==> src/rtl/cms_pkg.sv <==
// Shared types, codes and defaults for the curtain motion sequencer.
package cms_pkg;

	localparam int unsigned QUEUE_DEPTH = 4;
	localparam int unsigned LINK_DEPTH  = 2;

	localparam logic [31:0] UP_TO_OPEN_RESET     = 32'd10000000;
	localparam logic [31:0] CLOSED_TO_OPEN_RESET = 32'd5000000;
	localparam logic [19:0] STEP_RATE_RESET      = 20'd100;

	// configuration register indexes
	localparam logic [1:0] REG_UP_TO_OPEN     = 2'd0;
	localparam logic [1:0] REG_CLOSED_TO_OPEN = 2'd1;
	localparam logic [1:0] REG_STEP_RATE      = 2'd2;

	// event codes on the action field
	localparam logic [2:0] ACT_TARGET  = 3'd0;
	localparam logic [2:0] ACT_COUNTED = 3'd1;
	localparam logic [2:0] ACT_UPPER   = 3'd2;
	localparam logic [2:0] ACT_LOWER   = 3'd3;
	localparam logic [2:0] ACT_DONE    = 3'd4;
	localparam logic [2:0] ACT_UPDATE  = 3'd5;
	localparam logic [2:0] ACT_STOP    = 3'd6;

	localparam logic [1:0] POS_UNKNOWN = 2'd0;
	localparam logic [1:0] POS_UP      = 2'd1;
	localparam logic [1:0] POS_OPEN    = 2'd2;
	localparam logic [1:0] POS_CLOSED  = 2'd3;

	localparam logic DIR_FWD = 1'b0;
	localparam logic DIR_REV = 1'b1;

	localparam logic [1:0] CMD_NONE  = 2'd0;
	localparam logic [1:0] CMD_RUN   = 2'd1;
	localparam logic [1:0] CMD_COUNT = 2'd2;
	localparam logic [1:0] CMD_STOP  = 2'd3;

	localparam logic [1:0] RES_OK      = 2'd0;
	localparam logic [1:0] RES_INVALID = 2'd1;
	localparam logic [1:0] RES_FULL    = 2'd2;

	localparam logic [1:0] KIND_NONE     = 2'd0;
	localparam logic [1:0] KIND_TO_LIMIT = 2'd1;
	localparam logic [1:0] KIND_STEPS    = 2'd2;

	typedef struct packed {
		logic [2:0]  action;
		logic [1:0]  target_state;
		logic        direction;
		logic [31:0] step_count;
	} event_t;

	typedef struct packed {
		logic [1:0]  result_code;
		logic [1:0]  motor_command;
		logic        motor_direction;
		logic [31:0] motor_steps;
		logic [19:0] motor_rate;
		logic [1:0]  position;
		logic        moving;
		logic [2:0]  free_slots;
	} result_t;

	typedef enum logic [2:0] {
		EV_NOP,
		EV_TARGET,
		EV_COUNTED,
		EV_LIMIT,
		EV_DONE,
		EV_UPDATE,
		EV_STOP
	} ev_cls_t;

	// classified event handed from front to back
	typedef struct packed {
		ev_cls_t     cls;
		logic        limit_up;
		logic        steps_zero;
		logic [1:0]  target;
		logic        dir;
		logic [31:0] steps;
	} ev_t;

	typedef struct packed {
		logic [1:0]  kind;
		logic        dir;
		logic [31:0] steps;
		logic [1:0]  final_pos;
	} motion_t;

	localparam motion_t MOTION_CLEAR = '{KIND_NONE, DIR_FWD, 32'd0, POS_UNKNOWN};

endpackage

==> src/rtl/curtain_motion_sequencer_core.sv <==
// Curtain motion sequencer: front decode, event queue, back end and result queue.
// An item waits in the event queue; its result is then registered in the result queue.
// Throughput: one item per cycle while the result queue has room, set by the back end.
// The event and result queues let either side stall without stopping the other.
// Reset (arst_n low) empties both queues and the action queue, clears the motion state
// and loads the configuration registers with their default values.
module curtain_motion_sequencer_core #(
	parameter int unsigned QUEUE_DEPTH = cms_pkg::QUEUE_DEPTH,
	parameter int unsigned LINK_DEPTH  = cms_pkg::LINK_DEPTH
) (
	input  logic             clk,
	input  logic             arst_n,
	input  logic             push,
	output logic             full,
	input  cms_pkg::event_t  event_item,
	output logic             empty,
	input  logic             pop,
	output cms_pkg::result_t result_item,
	input  logic             cfg_valid,
	output logic             cfg_ready,
	input  logic [1:0]       cfg_index,
	input  logic [31:0]      cfg_data
);

	localparam logic [2:0] FREE_ALL = 3'(QUEUE_DEPTH);

	cms_pkg::ev_t     dec_item;
	cms_pkg::ev_t     ev_item;
	logic             ev_valid;
	logic             ev_pop;
	logic             res_full;
	logic             res_wr;
	logic             res_valid;
	cms_pkg::result_t res_item;

	assign cfg_ready = 1'b1;
	assign empty     = !res_valid;

	cms_front u_front (
		.event_item (event_item),
		.ev_item    (dec_item)
	);

	cms_fifo #(
		.item_t (cms_pkg::ev_t),
		.DEPTH  (LINK_DEPTH)
	) u_evq (
		.clk     (clk),
		.arst_n  (arst_n),
		.wr      (push),
		.wr_item (dec_item),
		.full    (full),
		.rd      (ev_pop),
		.rd_item (ev_item),
		.valid   (ev_valid)
	);

	cms_back #(
		.QUEUE_DEPTH (QUEUE_DEPTH)
	) u_back (
		.clk       (clk),
		.arst_n    (arst_n),
		.cfg_valid (cfg_valid),
		.cfg_index (cfg_index),
		.cfg_data  (cfg_data),
		.ev_valid  (ev_valid),
		.ev_item   (ev_item),
		.ev_pop    (ev_pop),
		.res_full  (res_full),
		.res_wr    (res_wr),
		.res_item  (res_item)
	);

	cms_fifo #(
		.item_t (cms_pkg::result_t),
		.DEPTH  (LINK_DEPTH)
	) u_resq (
		.clk     (clk),
		.arst_n  (arst_n),
		.wr      (res_wr),
		.wr_item (res_item),
		.full    (res_full),
		.rd      (pop),
		.rd_item (result_item),
		.valid   (res_valid)
	);

	// back end never retires an event it cannot hand on
	a_no_drop: assert property (@(posedge clk) disable iff (!arst_n)
		res_wr |-> (ev_valid && !res_full))
		else $error("result written without room or event");

	// an accepted item is waiting for the back end at the next edge
	a_ev_seen: assert property (@(posedge clk) disable iff (!arst_n)
		(push && !full) |=> ev_valid)
		else $error("accepted item missing from event queue");

	// idle means the action queue is empty
	a_idle_free: assert property (@(posedge clk) disable iff (!arst_n)
		(res_wr && !res_item.moving) |-> (res_item.free_slots == FREE_ALL))
		else $error("idle with queued actions");

	// a queue-full reject issues no motor command
	a_full_quiet: assert property (@(posedge clk) disable iff (!arst_n)
		(res_wr && (res_item.result_code == cms_pkg::RES_FULL)) |->
		(res_item.motor_command == cms_pkg::CMD_NONE))
		else $error("motor command on rejected request");

endmodule

==> src/rtl/cms_front.sv <==
// Front end: decodes an incoming event into its class and flags.
module cms_front (
	input  cms_pkg::event_t event_item,
	output cms_pkg::ev_t    ev_item
);

	always_comb begin
		ev_item.limit_up   = (event_item.action == cms_pkg::ACT_UPPER);
		ev_item.steps_zero = (event_item.step_count == 32'd0);
		ev_item.target     = event_item.target_state;
		ev_item.dir        = event_item.direction;
		ev_item.steps      = event_item.step_count;
		unique case (event_item.action)
			cms_pkg::ACT_TARGET:  ev_item.cls = cms_pkg::EV_TARGET;
			cms_pkg::ACT_COUNTED: ev_item.cls = cms_pkg::EV_COUNTED;
			cms_pkg::ACT_UPPER:   ev_item.cls = cms_pkg::EV_LIMIT;
			cms_pkg::ACT_LOWER:   ev_item.cls = cms_pkg::EV_LIMIT;
			cms_pkg::ACT_DONE:    ev_item.cls = cms_pkg::EV_DONE;
			cms_pkg::ACT_UPDATE:  ev_item.cls = cms_pkg::EV_UPDATE;
			cms_pkg::ACT_STOP:    ev_item.cls = cms_pkg::EV_STOP;
			default:              ev_item.cls = cms_pkg::EV_NOP;
		endcase
	end

endmodule

==> src/rtl/cms_fifo.sv <==
// Small first-in first-out buffer used between the stages.
module cms_fifo #(
	parameter type         item_t = logic,
	parameter int unsigned DEPTH  = cms_pkg::LINK_DEPTH
) (
	input  logic  clk,
	input  logic  arst_n,
	input  logic  wr,
	input  item_t wr_item,
	output logic  full,
	input  logic  rd,
	output item_t rd_item,
	output logic  valid
);

	localparam int unsigned PW = (DEPTH > 1) ? $clog2(DEPTH) : 1;
	localparam int unsigned CW = $clog2(DEPTH + 1);

	item_t         mem_q [DEPTH];
	logic [PW-1:0] wr_ptr_q;
	logic [PW-1:0] rd_ptr_q;
	logic [CW-1:0] count_q;
	logic          wr_en;
	logic          rd_en;

	assign full    = (count_q == CW'(DEPTH));
	assign valid   = (count_q != '0);
	assign wr_en   = wr && !full;
	assign rd_en   = rd && valid;
	assign rd_item = mem_q[rd_ptr_q];

	always_ff @(posedge clk) begin
		if (wr_en) begin
			mem_q[wr_ptr_q] <= wr_item;
		end
	end

	always_ff @(posedge clk or negedge arst_n) begin
		if (!arst_n) begin
			wr_ptr_q <= '0;
			rd_ptr_q <= '0;
			count_q  <= '0;
		end else begin
			if (wr_en) begin
				wr_ptr_q <= (wr_ptr_q == PW'(DEPTH - 1)) ? '0 : wr_ptr_q + 1'b1;
			end
			if (rd_en) begin
				rd_ptr_q <= (rd_ptr_q == PW'(DEPTH - 1)) ? '0 : rd_ptr_q + 1'b1;
			end
			if (wr_en && !rd_en) begin
				count_q <= count_q + 1'b1;
			end else if (rd_en && !wr_en) begin
				count_q <= count_q - 1'b1;
			end
		end
	end

endmodule

==> src/rtl/cms_back.sv <==
// Back end: motion state, action queue, configuration and result building.
module cms_back #(
	parameter int unsigned QUEUE_DEPTH = cms_pkg::QUEUE_DEPTH
) (
	input  logic             clk,
	input  logic             arst_n,
	input  logic             cfg_valid,
	input  logic [1:0]       cfg_index,
	input  logic [31:0]      cfg_data,
	input  logic             ev_valid,
	input  cms_pkg::ev_t     ev_item,
	output logic             ev_pop,
	input  logic             res_full,
	output logic             res_wr,
	output cms_pkg::result_t res_item
);

	localparam int unsigned QW  = $clog2(QUEUE_DEPTH);
	localparam int unsigned QCW = $clog2(QUEUE_DEPTH + 1);

	logic [31:0] up_to_open_q;
	logic [31:0] closed_to_open_q;
	logic [19:0] step_rate_q;

	logic [1:0]       pos_q, pos_d;
	logic             act_q, act_d;
	logic             done_q, done_d;
	cms_pkg::motion_t rec_q, rec_d;
	cms_pkg::motion_t store_q [QUEUE_DEPTH];
	logic [QW-1:0]    head_q, head_d;
	logic [QW-1:0]    tail_q, tail_d;
	logic [QCW-1:0]   count_q, count_d;

	logic [QW-1:0]    tail_n1, tail_n2, head_n1;
	logic [QCW-1:0]   free_now, free_d;
	logic [QCW+2:0]   free_x;
	logic             need_two;
	logic             upd_active;
	logic             wr1, wr2;
	cms_pkg::motion_t rec1, rec2, head_rec;
	logic             go;

	assign go      = ev_valid && !res_full;
	assign ev_pop  = go;
	assign res_wr  = go;

	assign tail_n1  = (tail_q == QW'(QUEUE_DEPTH - 1)) ? '0 : tail_q + 1'b1;
	assign tail_n2  = (tail_n1 == QW'(QUEUE_DEPTH - 1)) ? '0 : tail_n1 + 1'b1;
	assign head_n1  = (head_q == QW'(QUEUE_DEPTH - 1)) ? '0 : head_q + 1'b1;
	assign head_rec = store_q[head_q];
	assign free_now = QCW'(QUEUE_DEPTH) - count_q;
	// open from anywhere but up or closed goes via the lower limit first
	assign need_two = (ev_item.target == cms_pkg::POS_OPEN) &&
		(pos_q != cms_pkg::POS_UP) && (pos_q != cms_pkg::POS_CLOSED);

	always_comb begin
		pos_d      = pos_q;
		act_d      = act_q;
		done_d     = done_q;
		rec_d      = rec_q;
		head_d     = head_q;
		tail_d     = tail_q;
		count_d    = count_q;
		upd_active = act_q;
		wr1        = 1'b0;
		wr2        = 1'b0;
		rec1       = cms_pkg::MOTION_CLEAR;
		rec2       = cms_pkg::MOTION_CLEAR;
		res_item.result_code     = cms_pkg::RES_OK;
		res_item.motor_command   = cms_pkg::CMD_NONE;
		res_item.motor_direction = 1'b0;
		res_item.motor_steps     = 32'd0;
		res_item.motor_rate      = 20'd0;

		unique case (ev_item.cls)
			cms_pkg::EV_TARGET: begin
				if (pos_q == ev_item.target) begin
					res_item.result_code = cms_pkg::RES_INVALID;
				end else if (free_now < (need_two ? QCW'(2) : QCW'(1))) begin
					res_item.result_code = cms_pkg::RES_FULL;
				end else if (ev_item.target == cms_pkg::POS_UNKNOWN) begin
					res_item.result_code = cms_pkg::RES_INVALID;
				end else begin
					wr1 = 1'b1;
					priority if (ev_item.target == cms_pkg::POS_UP) begin
						rec1 = '{cms_pkg::KIND_TO_LIMIT, cms_pkg::DIR_REV, 32'd0,
							cms_pkg::POS_UP};
					end else if (ev_item.target == cms_pkg::POS_CLOSED) begin
						rec1 = '{cms_pkg::KIND_TO_LIMIT, cms_pkg::DIR_FWD, 32'd0,
							cms_pkg::POS_CLOSED};
					end else if (pos_q == cms_pkg::POS_UP) begin
						rec1 = '{cms_pkg::KIND_STEPS, cms_pkg::DIR_FWD, up_to_open_q,
							cms_pkg::POS_OPEN};
					end else if (pos_q == cms_pkg::POS_CLOSED) begin
						rec1 = '{cms_pkg::KIND_STEPS, cms_pkg::DIR_REV, closed_to_open_q,
							cms_pkg::POS_OPEN};
					end else begin
						rec1 = '{cms_pkg::KIND_TO_LIMIT, cms_pkg::DIR_FWD, 32'd0,
							cms_pkg::POS_CLOSED};
						rec2 = '{cms_pkg::KIND_STEPS, cms_pkg::DIR_REV, closed_to_open_q,
							cms_pkg::POS_OPEN};
						wr2  = 1'b1;
					end
					tail_d  = wr2 ? tail_n2 : tail_n1;
					count_d = count_q + (wr2 ? QCW'(2) : QCW'(1));
				end
			end
			cms_pkg::EV_COUNTED: begin
				if (ev_item.steps_zero) begin
					res_item.result_code = cms_pkg::RES_INVALID;
				end else if (free_now == '0) begin
					res_item.result_code = cms_pkg::RES_FULL;
				end else begin
					wr1     = 1'b1;
					rec1    = '{cms_pkg::KIND_STEPS, ev_item.dir, ev_item.steps,
						cms_pkg::POS_UNKNOWN};
					tail_d  = tail_n1;
					count_d = count_q + 1'b1;
				end
			end
			cms_pkg::EV_LIMIT: begin
				// only a move heading toward this limit is stopped
				if (act_q && (rec_q.dir == (ev_item.limit_up ? cms_pkg::DIR_REV :
					cms_pkg::DIR_FWD))) begin
					res_item.motor_command = cms_pkg::CMD_STOP;
					rec_d.final_pos = ev_item.limit_up ? cms_pkg::POS_UP :
						cms_pkg::POS_CLOSED;
					done_d = 1'b1;
				end
			end
			cms_pkg::EV_DONE: begin
				done_d = 1'b1;
			end
			cms_pkg::EV_UPDATE: begin
				if (done_q) begin
					done_d     = 1'b0;
					upd_active = 1'b0;
					pos_d      = rec_q.final_pos;
					rec_d      = cms_pkg::MOTION_CLEAR;
				end
				act_d = upd_active;
				if (!upd_active && (count_q != '0)) begin
					head_d  = head_n1;
					count_d = count_q - 1'b1;
					if ((head_rec.kind == cms_pkg::KIND_TO_LIMIT) ||
						(head_rec.kind == cms_pkg::KIND_STEPS)) begin
						rec_d = head_rec;
						res_item.motor_command = (head_rec.kind == cms_pkg::KIND_TO_LIMIT) ?
							cms_pkg::CMD_RUN : cms_pkg::CMD_COUNT;
						res_item.motor_direction = head_rec.dir;
						res_item.motor_steps = (head_rec.kind == cms_pkg::KIND_STEPS) ?
							head_rec.steps : 32'd0;
						res_item.motor_rate = step_rate_q;
						pos_d = cms_pkg::POS_UNKNOWN;
						act_d = 1'b1;
					end else begin
						rec_d = cms_pkg::MOTION_CLEAR;
						res_item.result_code = cms_pkg::RES_INVALID;
					end
				end
			end
			cms_pkg::EV_STOP: begin
				res_item.motor_command = cms_pkg::CMD_STOP;
				head_d  = '0;
				tail_d  = '0;
				count_d = '0;
				rec_d   = cms_pkg::MOTION_CLEAR;
				done_d  = 1'b0;
				act_d   = 1'b0;
				pos_d   = ev_item.target;
			end
			default: begin
			end
		endcase

		free_d              = QCW'(QUEUE_DEPTH) - count_d;
		free_x              = {3'b000, free_d};
		res_item.position   = pos_d;
		res_item.moving     = act_d || (count_d != '0);
		res_item.free_slots = free_x[2:0];
	end

	always_ff @(posedge clk) begin
		if (go && wr1) begin
			store_q[tail_q] <= rec1;
		end
		if (go && wr2) begin
			store_q[tail_n1] <= rec2;
		end
	end

	always_ff @(posedge clk or negedge arst_n) begin
		if (!arst_n) begin
			up_to_open_q     <= cms_pkg::UP_TO_OPEN_RESET;
			closed_to_open_q <= cms_pkg::CLOSED_TO_OPEN_RESET;
			step_rate_q      <= cms_pkg::STEP_RATE_RESET;
		end else if (cfg_valid) begin
			unique case (cfg_index)
				cms_pkg::REG_UP_TO_OPEN:     up_to_open_q     <= cfg_data;
				cms_pkg::REG_CLOSED_TO_OPEN: closed_to_open_q <= cfg_data;
				cms_pkg::REG_STEP_RATE:      step_rate_q      <= cfg_data[19:0];
				default: begin
				end
			endcase
		end
	end

	always_ff @(posedge clk or negedge arst_n) begin
		if (!arst_n) begin
			pos_q   <= cms_pkg::POS_UNKNOWN;
			act_q   <= 1'b0;
			done_q  <= 1'b0;
			rec_q   <= cms_pkg::MOTION_CLEAR;
			head_q  <= '0;
			tail_q  <= '0;
			count_q <= '0;
		end else if (go) begin
			pos_q   <= pos_d;
			act_q   <= act_d;
			done_q  <= done_d;
			rec_q   <= rec_d;
			head_q  <= head_d;
			tail_q  <= tail_d;
			count_q <= count_d;
		end
	end

endmodule

==> config.mk <==
export PLATFORM = sky130hd
export DESIGN_NAME = curtain_motion_sequencer_core
export DESIGN_NICKNAME = d
export VERILOG_FILES = /design/src/rtl/cms_pkg.sv /design/src/rtl/curtain_motion_sequencer_core.sv /design/src/rtl/cms_front.sv /design/src/rtl/cms_fifo.sv /design/src/rtl/cms_back.sv
export SDC_FILE = /design/constraint.sdc
export NUM_CORES = 1
export LEC_CHECK = 0
export ABC_CLOCK_PERIOD_IN_PS = 5600
export BUFFER_PORTS_ARGS = -buffer_cell sky130_fd_sc_hd__buf_2
export CORE_ASPECT_RATIO = 1.2
export CORE_MARGIN = 5
export CORE_UTILIZATION = 45
export DETAILED_ROUTE_END_ITERATION = 16
export PLACE_DENSITY = 0.63
export SYNTH_ARGS = -nofsm -noshare
export SYNTH_HDL_FRONTEND = slang
export SYNTH_SLANG_ARGS = --single-unit
export TNS_END_PERCENT = 5
==> constraint.sdc <==
create_clock -name clk -period 5.6 [get_ports clk]
set_input_delay 0 -clock clk [delete_from_list [all_inputs] [get_ports clk]]
set_output_delay 0 -clock clk [all_outputs]
set_load 0.01 [all_outputs]
==> results of run 1 <==
-- stage by stage --
stage,instance area [um2],utilization,worst slack [ps]
after floorplan,20500,-,1580
after CTS,24100,0.535,1710
final,24100,0.535,1700
after global placement,21800,0.485,1780
after global routing,24100,0.535,1400
after detailed placement,21800,0.485,1720
-- layout make-up --
cell class	count	area (um2)	share of cell area
Sequential cell	456	13200	0.546
Multi-Input combinational cell	868	6850	0.285
Timing Repair Buffer	246	1710	0.0709
Clock buffer	62	1280	0.0532
Tap cell	609	762	0.0317
Clock inverter	21	204	0.00848
Inverter	28	105	0.00437
Antenna cell	1	2.50	0.000104
-- routing by layer --
| metal | vias up | routed length, um | global-route usage |
|---|---|---|---|
| li1 | 5854 | - | - |
| met1 | 6340 | 20800 | 0.266 |
| met2 | 463 | 24600 | 0.332 |
| met3 | 111 | 2940 | 0.0317 |
| met4 | 0 | 1630 | 0.0704 |
| met5 | - | 0 | 0 |
-- synth_stat cells, types with 6 or more instances --
cell      instances  area share
a21oi_1          17      0.0042
mux4_2           36       0.040
o21ai_1          46       0.011
o21ai_0          93       0.023
nand2_1         162       0.030
nor2b_1          36       0.011
edfxtp_1        346        0.51
a22oi_1          34       0.012
dfstp_2          19       0.024
buf_6            13      0.0071
o21ai_2          11      0.0047
and2_1           25      0.0076
mux2i_1          42       0.021
nor3_1            6      0.0015
o22a_1           32       0.014
dfrtp_1          87        0.11
inv_1            28      0.0051
buf_2            11      0.0027
ha_1             21       0.013
nor4_1           17      0.0052
nor3b_1           7      0.0026
nor2_1           31      0.0057
xnor2_1          15      0.0064
clkbuf_1         49      0.0090
mux2_2          156       0.086
-- worst min-delay path by stage --
stage	slack, ps	end	cells past startpoint
2_1_floorplan	-300	u_back.act_q$_DFFE_PN0P_	0
3_3_place_gp	60	u_back.step_rate_q[7]$_DFFE_PN0P_	1
3_5_place_dp	80	u_back.step_rate_q[7]$_DFFE_PN0P_	1
4_1_cts	20	u_back.step_rate_q[7]$_DFFE_PN0P_	2
5_1_grt	90	u_back.step_rate_q[7]$_DFFE_PN0P_	2
6_report	0.1	u_back.step_rate_q[7]$_DFFE_PN0P_	2
-- registers in the layout, summed over array words and instances, names as in the netlist --
name and count:
u_back.act_q 1, u_back.closed_to_open_q 32, u_back.count_q 3, u_back.done_q 1, u_back.head_q 2, u_back.pos_q 2, u_back.rec_q 3, u_back.step_rate_q 20
u_back.store_q 144, u_back.tail_q 2, u_back.up_to_open_q 32, u_evq.count_q 2, u_evq.mem_q 80, u_evq.rd_ptr_q 1, u_evq.wr_ptr_q 1, u_resq.count_q 2
u_resq.mem_q 126, u_resq.rd_ptr_q 1, u_resq.wr_ptr_q 1
-- worst max-delay path, delay by kind of cell (launching register included) --
kind / cells / cell delay, ps
fa+ha+maj: 1 / 290
buf+inv: 2 / 590
simple gates: 5 / 1200
flops: 1 / 360
compound gates: 3 / 1150
-- logic make-up (layout without fill, tap and decap cells) --
group / after synthesis / in the layout / synth area share
adders and majority gates: 21 / 21 / 0.0128
buffers and inverters: 109 / 357 / 0.0260
AOI/OAI and AO/OA: 277 / 277 / 0.0875
other: 1 / 2 / 0.000183
and+or+nand+nor: 316 / 316 / 0.0770
muxes: 235 / 235 / 0.147
DFF: 456 / 456 / 0.642
xor gates and xnor gates: 18 / 18 / 0.00770
-- power by group through the flow --
stage / logic (mW) / clock network, mW / registers [mW]
final: 3.75 / 3.02 / 5.12
after global routing: 4.08 / 3.23 / 5.21
after CTS: 3.81 / 3.08 / 5.12
after detailed placement: 3.75 / 0 / 5.19
after global placement: 3.72 / 0 / 5.14
after floorplan: 2.53 / 0 / 5.07
==> impl_metrics.toml, run 1 <==
[placed_design]
dp.cells = 2133
hpwl_um = 32100
place.port_buffers = 141
finalWeightedCongestion = 0.863

[die]
initial_core_util = 0.455
die_width_um = 205
io-pin-count = 143
core.rowCount = 85
core_mm2 = 0.0450
die_area_mm2 = 0.0499
dieHeight_um = 244

[critical_path]
worst_r2r_endpoint = "u_back.store_q[1][31]$_DFFE_PP_"
startpoint_type = "flop"
end_kind = "flop"
cp.required_ps = 5850
worstPathCellList = "buf_4 > o32ai_1 > nand2_1 > ha_1 > nor3b_1 > a31o_4 > a211o_1 > nor2_1 > nand2_1 > nand2_1 > buf_4"
setup.worst_path.start = "u_evq.rd_ptr_q$_DFFE_PN0P_"
cp_max_fo = 31
regToRegSetupSlack_ps = 1700
slowest_delay_ps = 570
slowest_stage = "nand2_1"
path_class = "reg -> reg"
crit_top_cell = "nand2_1"
r2r_start = "u_evq.rd_ptr_q$_DFFE_PN0P_"
rr_worst_depth = 11
arrival_ps = 4140
crit_end = "u_back.store_q[1][31]$_DFFE_PP_"

[sta]
slew_viol_final = 0
hold-worst-slack_ps = 0.107
finalHoldViolations = 0
slew_headroom = 0.178
finalSetupTns_ps = 0
period_share = 0.696
setup_viol = 0
period_needed_ps = 3900
worst_pin_slew_ps = 1230
clock.fmax_mhz = 257
fin_skew_ps = 19.0
rsz0062_at_grt = "no"

[clock_network]
cts_resized = 0
h-tree-depth = 2
cts_setup_buffers = 0
numClockSinks = 456
cts_made_buffers = 45
clk_pin_slew_worst_paths_ps = 60
clk_latency_ps = 560
cts_hold_buf = 74
cts_tree = "built"
cts_root_buf = "clkbuf_16"
clk_path_buf_depth = 3

[power]
power_density_mw_per_mm2 = 494
power.internal_mw = 8.00
switching_share = 0.327
p_sw_mw = 3.89
leakage_nw = 8.43
peakVddDrop_mv = 0.336
total_power_mw = 11.9
pwr-share-clk = 0.254
p_comb_frac = 0.315
pwr-share-seq = 0.431

[min_path]
hold_path_class = "in -> async"

[detailed_routing]
post-route-drc-count = 0
wl_per_cell_um = 21.8
wirelength_um = 50000
num_vias = 12800
dr.pass1.iters = 5
ant_nets = 0
drtIter0Drc = 987
viasPerCell = 5.57

[yosys]
synth_nets = 1531
synth_area_mm2 = 0.0205
yosysSeqAreaShare = 0.642
synth-seq-cells = 456
synth_ff_type = "edfxtp_1"
async_flop_share = 0.232
yosysWarnings = 0
syn_avg_cell_area_um2 = 14.3
syn_inst = 1433
synth-edff-count = 346
yosysUniqueCellTypes = 73

[cells_and_area]
final_common_cell = "edfxtp_1"
fill_cells = 3705
layout_common_cells = "edfxtp_1, nand2_1, mux2_2"
drive_above_1_share = 0.291
syn2layout_area_growth_pct = 17.5
layout.cells.non_filler = 2291
fin_nets = 1743

[global_route]
grt_max_degree = 65
antenna_found_initial = 2
overflow = 0
grt_pass1_wl_um = 77500
grt_usage = 0.199
grt_pass1_vias = 13500

[flow_run]
cap_viol_max_count = 0

[status]
status = "completed"
Note: power is estimated with default switching activity, not from simulation.
==> run 2, diff against run 1 <==
ABC_AREA = 1   (was unset)
ABC_CLOCK_PERIOD_IN_PS = 3400   (was 5600)
PLACE_DENSITY = 0.66   (was 0.63)
clock period = 3.4 ns   (was 5.6 ns; I/O delays follow)
==> run 2 against run 1 <==
The run now ends with negative hold slack left. Combinational power rose by 82%. Die area rose by 1.0%. Worst hold slack worse by 16 ps. Via count rose by 22%. Critical path depth grew 2. Wire length rose by 16%. Synthesized area up 1.1%. Final cell count up 25%. Utilization is 0.091 points lower. Critical path type unchanged. Critical endpoint is now u_back.store_q[0][4]$_DFFE_PP_. Largest power group unchanged.
==> impl_metrics.toml, run 2 <==
[yosys]
synth_top_area_share = 0.502
synth_ff_type = "edfxtp_1"
synth_nets = 2103
synthMuxAreaShare = 0.0121
yosys-top-cells-area = "edfxtp_1, nand2_1, dfrtp_1"
ys_top_cells_by_count = "nand2_1, edfxtp_1, inv_1, o21ai_0, a21oi_1"
synthSimpleGateAreaFrac = 0.159
yosysWarnings = 0
synthAdderAreaFrac = 0.0127
async_flop_share = 0.232
syn_avg_cell_area_um2 = 10.3
yosysSeqAreaShare = 0.635
yosys.area.top_type = "edfxtp_1"
synth_most_common_cell = "nand2_1"
syn_inst = 2005
synth_xor_area_frac = 0.00296
synth-seq-cells = 456
yosysUniqueCellTypes = 47
synth_compound_area_frac = 0.122
synth_top_family_by_area = "simple AND/OR/NAND/NOR gates"
synth-edff-count = 346
synth_area_mm2 = 0.0207

[critical_path]
end_kind = "flop"
arrival_ps = 3360
rr_worst_depth = 13
cp.required_ps = 3630
r2r_start = "u_evq.rd_ptr_q$_DFFE_PN0P_"
startpoint_type = "flop"
worst_r2r_endpoint = "u_back.store_q[0][4]$_DFFE_PP_"
cp_max_fo = 25
path_class = "reg -> reg"
regToRegSetupSlack_ps = 270

[cells_and_area]
fill_cells = 3980
largest_registers = "u_back.store_q (144), u_resq.mem_q (126), u_evq.mem_q (80)"
top_register = "u_back.store_q"
multi_input_area_mm2 = 0.00642
finish.instance_area_mm2 = 0.0244
layout_common_cells = "nand2_1, edfxtp_1, inv_1"
antenna_cells = 0
fin_nets = 2301
drive_above_1_share = 0.157
final_common_cell = "nand2_1"
syn2layout_area_growth_pct = 18.0
regArea_mm2 = 0.0132
largest_register_ffs = 144

[die]
dieHeight_um = 245
core.rowCount = 86
core_mm2 = 0.0457
io-pin-count = 143
die_area_mm2 = 0.0504
die_width_um = 206
initial_core_util = 0.453

[global_route]
grt_usage = 0.229
use_met2 = 0.385
overflow = 0
grt_pass1_vias = 15400
top_usage_layer = "met2"
grt_pass1_wl_um = 90100
grt_use_met3 = 0.0317
grt_max_degree = 69
antenna_found_initial = 0
grt_use_met1 = 0.307

[power]
pwr-share-clk = 0.251
power_density_mw_per_mm2 = 825
switching_share = 0.377
p_sw_mw = 7.59
leakage_nw = 9.82
peakVddDrop_mv = 0.472
pwr-share-seq = 0.410
p_comb_frac = 0.339
power.internal_mw = 12.6

[status]
violations = "negative hold slack"
status = "complete, but fails checks"

[sta]
finalHoldViolations = 5
clock.fmax_mhz = 319
period_needed_ps = 3130
slew_headroom = 0.212
worst_pin_slew_ps = 1180
period_share = 0.921
slew_viol_final = 0
fin_ws_ps = 269
setup_viol = 0
rsz0062_at_grt = "no"
hold-worst-slack_ps = -15.9
fin_skew_ps = 26.0

[clock_network]
cts_root_buf = "clkbuf_16"
clk_pin_slew_worst_paths_ps = 60
h-tree-depth = 2
clk_latency_ps = 580
cts_made_buffers = 46
numClockSinks = 456
clk_path_buf_depth = 3
cts_resized = 0
cts_tree = "built"

[min_path]
hold_path_class = "in -> async"

[detailed_routing]
viasPerCell = 5.46
num_vias = 15600
ant_nets = 0
wirelength_um = 58200
drtIter0Drc = 1462
post-route-drc-count = 0
wl_per_cell_um = 20.4
dr.pass1.iters = 6

[flow_run]
cap_viol_max_count = 0

[placed_design]
dp_slack_ps = 314
place.port_buffers = 141
hpwl_um = 38800
placed_cell_area_mm2 = 0.0221
finalWeightedCongestion = 0.891
## run 2: logic make-up after synthesis
| group | after synthesis |
|---|---|
| fa+ha+maj | 21 |
| compound gates | 423 |
| flops | 456 |
| other cells | 1 |
| buf+inv | 289 |
| simple gates | 783 |
| xor+xnor | 7 |
| mux | 25 |
## run 2: cell type report
class,instances,share of cell area
clock inverter,27,0.0101
inverter,175,0.0270
timing repair buffer,264,0.0783
clock buffer,59,0.0517
tap,616,0.0316
multi-input combinational,1260,0.263
sequential,456,0.539
## run 2: routing by layer
metal / up-vias / wire length [um]
met1: 7523 / 23800
met2: 628 / 28300
met4: 0 / 2260
met3: 126 / 3820
li1: 7333 / -
met5: - / 0
## run 2: metrics by stage
step	hold WS, ps	utilization	total power, mW	TNS, ps	cells
2_1_floorplan	-296	-	12.5	-31650	2005
3_3_place_gp	51.2	0.484	15.0	0	2696
3_5_place_dp	61.2	0.484	15.2	0	2696
4_1_cts	0.581	0.533	20.3	0	2856
5_1_grt	33.5	0.534	21.3	0	2857
6_report	-15.9	0.534	20.1	0	2857
## run 2: what timing repair did
item / in CTS / in global routing
buffers inserted: 0 / 0
endpoints found under the setup margin: 0 / 0
endpoints found under the hold margin: 238 / 0
hold buffers: 74 / 0
## run 2: how the worst max path moves through the flow
| stage | from | to | slack (ps) |
|---|---|---|---|
| after global routing | u_evq.rd_ptr_q$_DFFE_PN0P_ | u_back.store_q[0][2]$_DFFE_PP_ | 120 |
| after floorplan | u_resq.count_q[1]$_DFFE_PN0P_ | u_resq.mem_q[0][0]$_DFFE_PP_ | -500 |
| final | u_evq.rd_ptr_q$_DFFE_PN0P_ | u_back.store_q[0][4]$_DFFE_PP_ | 270 |
| after CTS | u_evq.rd_ptr_q$_DFFE_PN0P_ | u_back.store_q[0][4]$_DFFE_PP_ | 290 |
| after global placement | u_evq.rd_ptr_q$_DFFE_PN0P_ | u_back.store_q[0][9]$_DFFE_PP_ | 390 |
| after detailed placement | u_evq.rd_ptr_q$_DFFE_PN0P_ | u_back.store_q[0][21]$_DFFE_PP_ | 310 |
## run 2: critical path, stage by stage (launching register included)
cell and delay (ps):
dfrtp_2 480, inv_4 190, nand2_1 110, nand2_2 130, nand3_2 110, ha_1 290, nand2_1 70, nand2_2 160
buf_4 250, nand3_2 140, inv_2 130, nand2_4 170, nand2_1 140, buf_4 370
## run 2: power by group through the flow
| stage | sequential, mW | clock [mW] | combinational, mW |
|---|---|---|---|
| finish | 8.26 | 5.05 | 6.83 |
| floorplan | 8.23 | 0 | 4.31 |
| CTS | 8.25 | 5.12 | 6.89 |
| detailed placement | 8.36 | 0 | 6.80 |
| global placement | 8.32 | 0 | 6.70 |
| global route | 8.38 | 5.36 | 7.55 |
